`config.mk`:
```
export PLATFORM = sky130hd
export DESIGN_NAME = adv_local_name_extractor_unit
export DESIGN_NICKNAME = d
export VERILOG_FILES = /design/src/sv/alne_pkg.sv /design/src/sv/alne_cfg_regs.sv /design/src/sv/alne_parser.sv /design/src/sv/alne_out_queue.sv /design/src/sv/adv_local_name_extractor_unit.sv
export SDC_FILE = /design/constraint.sdc
export NUM_CORES = 1
export LEC_CHECK = 0
export BUFFER_PORTS_ARGS = -buffer_cell sky130_fd_sc_hd__buf_2
export CAP_MARGIN = 30
export CORE_ASPECT_RATIO = 0.75
export CORE_MARGIN = 2
export CORE_UTILIZATION = 60
export CTS_CLUSTER_SIZE = 28
export DETAILED_ROUTE_END_ITERATION = 10
export PLACE_DENSITY = 0.86
export RECOVER_POWER = 25
export SLEW_MARGIN = 20
export SYNTH_ARGS = -nofsm -noshare
export SYNTH_HDL_FRONTEND = slang
export SYNTH_SLANG_ARGS = --single-unit
export TNS_END_PERCENT = 10
```
`constraint.sdc`:
```
create_clock -name clk_i -period 7.6 [get_ports clk_i]
set_clock_uncertainty 0.05 [all_clocks]
set_input_delay 0.76 -clock clk_i [delete_from_list [all_inputs] [get_ports clk_i]]
set_output_delay 0.76 -clock clk_i [all_outputs]
set_load 0.01 [all_outputs]
```
`src/sv/alne_pkg.sv`:
```
// ----------------------------------------------------------------------------
// alne_pkg
// shared types and constants of the advertising local name extractor
// ----------------------------------------------------------------------------
`default_nettype none

package alne_pkg;

  // field widths
  localparam int unsigned ByteW  = 8;
  localparam int unsigned CfgIdxW = 2;
  localparam int unsigned CfgDataW = 8;

  // register indexes of the configuration port
  localparam logic [CfgIdxW-1:0] CFG_SHORT_NAME_TYPE    = 2'd0;
  localparam logic [CfgIdxW-1:0] CFG_COMPLETE_NAME_TYPE = 2'd1;

  // reset values of the name type registers
  localparam logic [ByteW-1:0] SHORT_NAME_TYPE_RST    = 8'h08;
  localparam logic [ByteW-1:0] COMPLETE_NAME_TYPE_RST = 8'h09;

  // structure walk phase
  typedef enum logic [1:0] {
    PH_LENGTH  = 2'd0,
    PH_TYPE    = 2'd1,
    PH_PAYLOAD = 2'd2
  } phase_e;

  // configured name types
  typedef struct packed {
    logic [ByteW-1:0] short_name_type;
    logic [ByteW-1:0] complete_name_type;
  } name_types_t;

  // one result item
  typedef struct packed {
    logic [ByteW-1:0] name_byte;
    logic             byte_valid;
    logic             end_of_record_result;
    logic             found;
    logic             truncated;
  } result_t;

endpackage

`default_nettype wire

```
`src/sv/alne_cfg_regs.sv`:
```
// ----------------------------------------------------------------------------
// alne_cfg_regs
// name type registers behind the plain write port
// ----------------------------------------------------------------------------
`default_nettype none

module alne_cfg_regs (
  input  wire logic                           clk_i,
  input  wire logic                           rst_ni,
  input  wire logic                           cfg_we_i,
  input  wire logic [alne_pkg::CfgIdxW-1:0]   cfg_idx_i,
  input  wire logic [alne_pkg::CfgDataW-1:0]  cfg_data_i,
  output alne_pkg::name_types_t               types_o
);

  alne_pkg::name_types_t types_q, types_d;

  always_comb begin
    types_d = types_q;
    if (cfg_we_i) begin
      unique case (cfg_idx_i)
        alne_pkg::CFG_SHORT_NAME_TYPE:    types_d.short_name_type    = cfg_data_i;
        alne_pkg::CFG_COMPLETE_NAME_TYPE: types_d.complete_name_type = cfg_data_i;
        default: ;  // unused index, write dropped
      endcase
    end
  end

  always_ff @(posedge clk_i or negedge rst_ni) begin
    if (!rst_ni) begin
      types_q.short_name_type    <= alne_pkg::SHORT_NAME_TYPE_RST;
      types_q.complete_name_type <= alne_pkg::COMPLETE_NAME_TYPE_RST;
    end else begin
      types_q <= types_d;
    end
  end

  assign types_o = types_q;

endmodule

`default_nettype wire

```
`src/sv/alne_parser.sv`:
```
// ----------------------------------------------------------------------------
// alne_parser
// walks length-type-payload structures, one byte per accepted transfer
// ----------------------------------------------------------------------------
`default_nettype none

module alne_parser (
  input  wire logic                         clk_i,
  input  wire logic                         rst_ni,
  input  wire logic                         accept_i,
  input  wire logic [alne_pkg::ByteW-1:0]   ad_byte_i,
  input  wire logic                         record_last_i,
  input  wire alne_pkg::name_types_t        types_i,
  output logic                              has_result_o,
  output alne_pkg::result_t                 result_o
);

  alne_pkg::phase_e            phase_q, phase_d;
  logic [alne_pkg::ByteW-1:0]  left_q, left_d;
  logic                        copy_q, copy_d;
  logic                        closed_q, closed_d;

  logic                        match;
  logic                        left_le1;
  logic [alne_pkg::ByteW-1:0]  left_dec;
  logic                        name_end;  // structure-driven close of the search

  assign match    = (ad_byte_i == types_i.short_name_type) ||
                    (ad_byte_i == types_i.complete_name_type);
  assign left_le1 = (left_q <= 8'd1);
  assign left_dec = (left_q != '0) ? left_q - 8'd1 : '0;

  // next state
  always_comb begin
    phase_d  = phase_q;
    left_d   = left_q;
    copy_d   = copy_q;
    closed_d = closed_q;
    name_end = 1'b0;
    if (!closed_q) begin
      unique case (phase_q)
        alne_pkg::PH_TYPE: begin
          if (match) begin
            copy_d = 1'b1;
            if (left_le1) begin
              name_end = 1'b1;
            end else begin
              left_d  = left_dec;
              phase_d = alne_pkg::PH_PAYLOAD;
            end
          end else if (left_le1) begin
            left_d  = '0;
            phase_d = alne_pkg::PH_LENGTH;
          end else begin
            left_d  = left_dec;
            phase_d = alne_pkg::PH_PAYLOAD;
          end
        end
        alne_pkg::PH_PAYLOAD: begin
          left_d = left_dec;
          if (copy_q) begin
            name_end = (left_dec == '0);
          end else if (left_dec == '0) begin
            phase_d = alne_pkg::PH_LENGTH;
          end
        end
        default: begin
          if (ad_byte_i == '0) begin
            name_end = 1'b1;
          end else begin
            left_d  = ad_byte_i;
            phase_d = alne_pkg::PH_TYPE;
          end
        end
      endcase
      if (name_end) begin
        closed_d = 1'b1;
      end
    end
    if (record_last_i) begin
      phase_d  = alne_pkg::PH_LENGTH;
      left_d   = '0;
      copy_d   = 1'b0;
      closed_d = 1'b0;
    end
  end

  // result
  always_comb begin
    result_o = '0;
    if (!closed_q) begin
      if (phase_q == alne_pkg::PH_PAYLOAD && copy_q) begin
        result_o.byte_valid = 1'b1;
        result_o.name_byte  = ad_byte_i;
      end
      if (name_end) begin
        result_o.end_of_record_result = 1'b1;
        // zero length byte closes as not found
        result_o.found = (phase_q != alne_pkg::PH_LENGTH) &&
                         (phase_q != alne_pkg::PH_TYPE || match);
      end else if (record_last_i) begin
        // copy flag as it stands after this byte
        result_o.end_of_record_result = 1'b1;
        result_o.found     = copy_q || (phase_q == alne_pkg::PH_TYPE && match);
        result_o.truncated = copy_q || (phase_q == alne_pkg::PH_TYPE && match);
      end
    end
    has_result_o = result_o.byte_valid || result_o.end_of_record_result;
  end

  always_ff @(posedge clk_i or negedge rst_ni) begin
    if (!rst_ni) begin
      phase_q  <= alne_pkg::PH_LENGTH;
      left_q   <= '0;
      copy_q   <= 1'b0;
      closed_q <= 1'b0;
    end else if (accept_i) begin
      phase_q  <= phase_d;
      left_q   <= left_d;
      copy_q   <= copy_d;
      closed_q <= closed_d;
    end
  end

  // a closed search stays silent until the record ends
  a_closed_silent: assert property (@(posedge clk_i) disable iff (!rst_ni)
    (accept_i && closed_q) |-> !has_result_o)
    else $error("result after search closed");

  // last byte of a record returns the walk to its start
  a_last_clears: assert property (@(posedge clk_i) disable iff (!rst_ni)
    (accept_i && record_last_i) |=>
      (phase_q == alne_pkg::PH_LENGTH && left_q == '0 && !copy_q && !closed_q))
    else $error("state not cleared after record end");

  // name bytes only come from the payload of the name structure
  a_byte_in_name: assert property (@(posedge clk_i) disable iff (!rst_ni)
    (accept_i && result_o.byte_valid) |->
      (phase_q == alne_pkg::PH_PAYLOAD && copy_q))
    else $error("name byte outside the name payload");

endmodule

`default_nettype wire

```
`src/sv/alne_out_queue.sv`:
```
// ----------------------------------------------------------------------------
// alne_out_queue
// two-entry result queue that decouples the parser from output stalls
// ----------------------------------------------------------------------------
`default_nettype none

module alne_out_queue (
  input  wire logic              clk_i,
  input  wire logic              rst_ni,
  input  wire logic              push_i,
  input  wire alne_pkg::result_t push_data_i,
  output logic                   full_o,
  output logic                   out_valid_o,
  input  wire logic              out_stall_i,
  output alne_pkg::result_t      out_data_o
);

  alne_pkg::result_t mem_q [2];
  logic              wr_ptr_q, rd_ptr_q;
  logic [1:0]        count_q, count_d;
  logic              pop;

  assign pop         = out_valid_o && !out_stall_i;
  assign out_valid_o = (count_q != 2'd0);
  assign full_o      = (count_q == 2'd2);
  assign out_data_o  = mem_q[rd_ptr_q];

  always_comb begin
    count_d = count_q;
    if (push_i && !pop) begin
      count_d = count_q + 2'd1;
    end else if (!push_i && pop) begin
      count_d = count_q - 2'd1;
    end
  end

  always_ff @(posedge clk_i) begin
    if (push_i) begin
      mem_q[wr_ptr_q] <= push_data_i;
    end
  end

  always_ff @(posedge clk_i or negedge rst_ni) begin
    if (!rst_ni) begin
      wr_ptr_q <= 1'b0;
      rd_ptr_q <= 1'b0;
      count_q  <= 2'd0;
    end else begin
      if (push_i) begin
        wr_ptr_q <= ~wr_ptr_q;
      end
      if (pop) begin
        rd_ptr_q <= ~rd_ptr_q;
      end
      count_q <= count_d;
    end
  end

  a_no_overflow: assert property (@(posedge clk_i) disable iff (!rst_ni)
    count_q != 2'd3)
    else $error("queue count out of range");

  a_no_push_full: assert property (@(posedge clk_i) disable iff (!rst_ni)
    full_o |-> !push_i)
    else $error("push into full queue");

  // a stalled result holds until it is taken
  a_stall_holds: assert property (@(posedge clk_i) disable iff (!rst_ni)
    (out_valid_o && out_stall_i) |=> (out_valid_o && $stable(out_data_o)))
    else $error("stalled result changed");

endmodule

`default_nettype wire

```
`src/sv/adv_local_name_extractor_unit.sv`:
```
// ----------------------------------------------------------------------------
// adv_local_name_extractor_unit
// a result is registered in the result queue before it can be taken
// throughput: one byte per cycle while the result queue is not full
// a two-entry result queue keeps input open while one result waits
// reset: async active low; walk state, queue and name types go to defaults
// ----------------------------------------------------------------------------
`default_nettype none

module adv_local_name_extractor_unit (
  input  wire logic                          clk_i,
  input  wire logic                          rst_ni,
  // configuration write port
  input  wire logic                          cfg_we_i,
  input  wire logic [alne_pkg::CfgIdxW-1:0]  cfg_idx_i,
  input  wire logic [alne_pkg::CfgDataW-1:0] cfg_data_i,
  // input channel: one record byte per transfer
  input  wire logic                          in_valid_i,
  output logic                               in_stall_o,
  input  wire logic [alne_pkg::ByteW-1:0]    ad_byte_i,
  input  wire logic                          record_last_i,
  // output channel: name bytes and the closing result
  output logic                               out_valid_o,
  input  wire logic                          out_stall_i,
  output logic [alne_pkg::ByteW-1:0]         name_byte_o,
  output logic                               byte_valid_o,
  output logic                               end_of_record_result_o,
  output logic                               found_o,
  output logic                               truncated_o
);

  alne_pkg::name_types_t types;
  alne_pkg::result_t     step_res;
  alne_pkg::result_t     out_res;
  logic                  has_result;
  logic                  in_accept;
  logic                  queue_full;

  // queue never fills while the output drains every cycle, so bytes
  // stream at full rate; stall comes from a register only
  assign in_stall_o = queue_full;
  assign in_accept  = in_valid_i && !queue_full;

  alne_cfg_regs u_cfg (
    .clk_i      (clk_i),
    .rst_ni     (rst_ni),
    .cfg_we_i   (cfg_we_i),
    .cfg_idx_i  (cfg_idx_i),
    .cfg_data_i (cfg_data_i),
    .types_o    (types)
  );

  // walk state advances on every accepted byte, whether or not it
  // produces a result
  alne_parser u_parser (
    .clk_i         (clk_i),
    .rst_ni        (rst_ni),
    .accept_i      (in_accept),
    .ad_byte_i     (ad_byte_i),
    .record_last_i (record_last_i),
    .types_i       (types),
    .has_result_o  (has_result),
    .result_o      (step_res)
  );

  // only bytes that produce a result enter the queue
  alne_out_queue u_queue (
    .clk_i       (clk_i),
    .rst_ni      (rst_ni),
    .push_i      (in_accept && has_result),
    .push_data_i (step_res),
    .full_o      (queue_full),
    .out_valid_o (out_valid_o),
    .out_stall_i (out_stall_i),
    .out_data_o  (out_res)
  );

  assign name_byte_o            = out_res.name_byte;
  assign byte_valid_o           = out_res.byte_valid;
  assign end_of_record_result_o = out_res.end_of_record_result;
  assign found_o                = out_res.found;
  assign truncated_o            = out_res.truncated;

endmodule

`default_nettype wire
```
==> impl_metrics.tcl <==
set metrics [dict create \
    grt_pass1_wl_mm 9.78 \
    drv_slew 33 \
    yosysTopAreaCellShare_pct 24.2 \
    clkTransAtPathRegs_ns 0.10 \
    tns_ns 0 \
    whs_ns 0.436 \
    crit_path_start_kind "input pin" \
    area_growth_pct 10.6 \
    wl_per_cell_um 17.0 \
    finalNetCount 317 \
    synth_top_family_by_area "simple AND/OR/NAND/NOR gates" \
    status "finished with violations" \
    overflow 0 \
    fin_cells 347 \
    detail_route.vias_per_cell 5.95 \
    synth_common_cells "29 x dfrtp_1, 28 x mux2_2, 24 x edfxtp_1" \
    h-tree-depth 2 \
    ys_seq_elements 56 \
    grt.total_usage_pct 23.1 \
    core-area_sq_um 4840 \
    async_reset_ff_share_pct 57.1 \
    synth.distinct_cells 57 \
    crit_type "input pin to register" \
    antenna_cells 0 \
    maxSlewHeadroom_pct -20.8 \
    p_per_area_nw_per_um2 335 \
    placed_cells 339 \
    critPathRequiredTime_ns 7.52 \
    die_w_um 85.7 \
    end_kind "register" \
    synth_area_leaders "dfrtp_1 24%, edfxtp_1 24%, mux2_2 10%, xnor2_1 5.2%, ha_1 2.9%" \
    cts_buffers 5 \
    totalWireLength_mm 5.91 \
    die_h_um 65.3 \
    antenna_found_initial 0 \
    worst-slew-pin-transition_ns 1.81 \
    postCtsResizedCells 0 \
    synth-compound-area-share_pct 12.0 \
    post-synth-top-count-cell "dfrtp_1" \
    gp_congestion 0.897 \
    ys_seq_area_share_pct 50.8 \
    n_fill_cell 371 \
    max_freq_mhz 351 \
    synth_top_area_cell "dfrtp_1" \
    synth-main-ff-cell "dfrtp_1" \
    row_count 22 \
    pin_count 38 \
    syn-num-nets 279 \
    period_share_pct 37.5 \
    yosys_warnings 0 \
    ant_nets 0 \
    violations "max-capacitance violations, max-slew violations" \
    vias 2065 \
    yosys.area_share.simple_pct 13.1 \
    setup_viol 0 \
    syn_avg_cell_area_sq_um 12.1 \
    start_util_pct 62.0 \
    drv_cap 1 \
    cp.arrival_ns 2.76 \
    drtIter0Drc 176 \
    drt_pass1_iterations 4 \
    grt_max_degree 33 \
    p_leak_nw 1.33 \
    hpwlAfterDp_mm 4.33 \
    synth_xor_area_share_pct 6.66 \
    finalHoldViolations 0 \
    drc_errors 0 \
    synthMuxAreaShare_pct 11.7 \
    fin_crit_ns 2.85 \
    synth_cells 248 \
    cts_buffer_depth 2 \
    worstPathMaxFanout 12 \
    cts_tree "done" \
    cts_sinks 56 \
    drive_gt1_share_pct 32.4 \
    synth_fa_ha_area_share_pct 2.92 \
    synth_edf_count 24 \
    grt_setup_unrepaired "no" \
    post-cts-setup-buffers 0 \
    clock_latency_ns 0.32 \
    netlist_area_sq_um 3000 \
    die_area_sq_um 5590 \
    portBuffers 37 \
    grt_pass1_vias 2055 \
    cts_root_buf "clkbuf_8" \
    irDropWorstVdd_uv 231 \
    hold_buffers 0 \
    min_path_type "register to register" \
]
[cell usage in the layout, fill, tap and decap left out, types with 4 or more instances in the layout]
| cell type | instances |
|---|---|
| ha_1 | 7 |
| edfxtp_1 | 24 |
| a31oi_1 | 4 |
| inv_1 | 15 |
| xnor2_1 | 18 |
| a21oi_1 | 14 |
| mux2_2 | 28 |
| o21ai_0 | 4 |
| nand2_1 | 12 |
| dfrtp_1 | 29 |
| nor2_1 | 15 |
| and2_1 | 11 |
| clkbuf_8 | 5 |
| buf_2 | 36 |
[per-layer routing]
layer	vias to the layer above	track usage, %	wire (um)
met3	10	5.78	332
met5	-	0	0
li1	974	-	-
met1	1009	32.6	2850
met2	72	35.9	2650
met4	0	6.15	81
[final cells by class]
class	instances	area, sq um	share of cell area [%]
clock buffers	5	68.8	2.07
clock inverters	3	21.3	0.640
inverters	15	56.3	1.69
multi-input cells	171	1390	41.9
flip-flops and latches	56	1530	45.9
well taps	60	75.1	2.26
repair buffers	37	184	5.53
[critical path: stages]
cell and delay, ns:
buf_2 0.14, xnor2_1 0.24, nand4_2 0.17, o22ai_4 0.32
nand4_4 0.14, a311oi_4 0.38, nor2b_2 0.60
[registers in the layout (all words and copies together) (netlist names)]
register and flops:
u_queue.mem_q 24, u_cfg.types_o 16, u_parser.left_q 8, u_parser.phase_q 2, u_queue.count_q 2, u_parser.closed_q 1, u_parser.copy_q 1, u_queue.rd_ptr_q 1
u_queue.wr_ptr_q 1
[final timing paths]
| check | startpoint | to | slack [ns] | cells past startpoint |
|---|---|---|---|---|
| worst max-delay path | ad_byte_i[7] | u_queue.mem_q[0][1]$_DFFE_PP_ | 4.75 | 7 |
| worst min-delay path | u_queue.count_q[1]$_DFFE_PN0P_ | u_queue.count_q[1]$_DFFE_PN0P_ | 0.44 | 1 |
| worst max register to register | u_parser.left_q[2]$_DFFE_PN0P_ | u_queue.mem_q[0][1]$_DFFE_PP_ | 4.88 | 5 |
| worst min register to register | u_queue.count_q[1]$_DFFE_PN0P_ | u_queue.count_q[1]$_DFFE_PN0P_ | 0.44 | 1 |
| max in group asynchronous | rst_ni | u_parser.left_q[0]$_DFFE_PN0P_ | 5.60 | 1 |
| min in group asynchronous | rst_ni | u_queue.rd_ptr_q$_DFFE_PN0P_ | 0.87 | 1 |
[power by group]
group	switching [mW]	internal [mW]
registers	0.0759	0.391
logic	0.267	0.214
clock network	0.101	0.0656
total	0.444	0.670
[logic make-up after synthesis]
group / count (synthesis)
muxes: 31
DFF: 56
AOI/OAI and AO/OA: 46
buffers and inverters: 21
adders and majority gates: 7
xor gates and xnor gates: 22
and+or+nand+nor: 65
[through the flow]
stage | instance area (sq um) | power (mW) | setup WS [ns] | util [%]
after detailed placement | 3230 | 0.947 | 4.16 | 66.7
after global placement | 3230 | 0.932 | 4.27 | 66.7
final | 3320 | 1.11 | 4.75 | 68.6
after global routing | 3320 | 1.19 | 4.60 | 68.6
after CTS | 3320 | 1.12 | 4.50 | 68.6
after floorplan | 3000 | 0.827 | 4.70 | -
No activity file was read; power rests on OpenSTA's default activity.
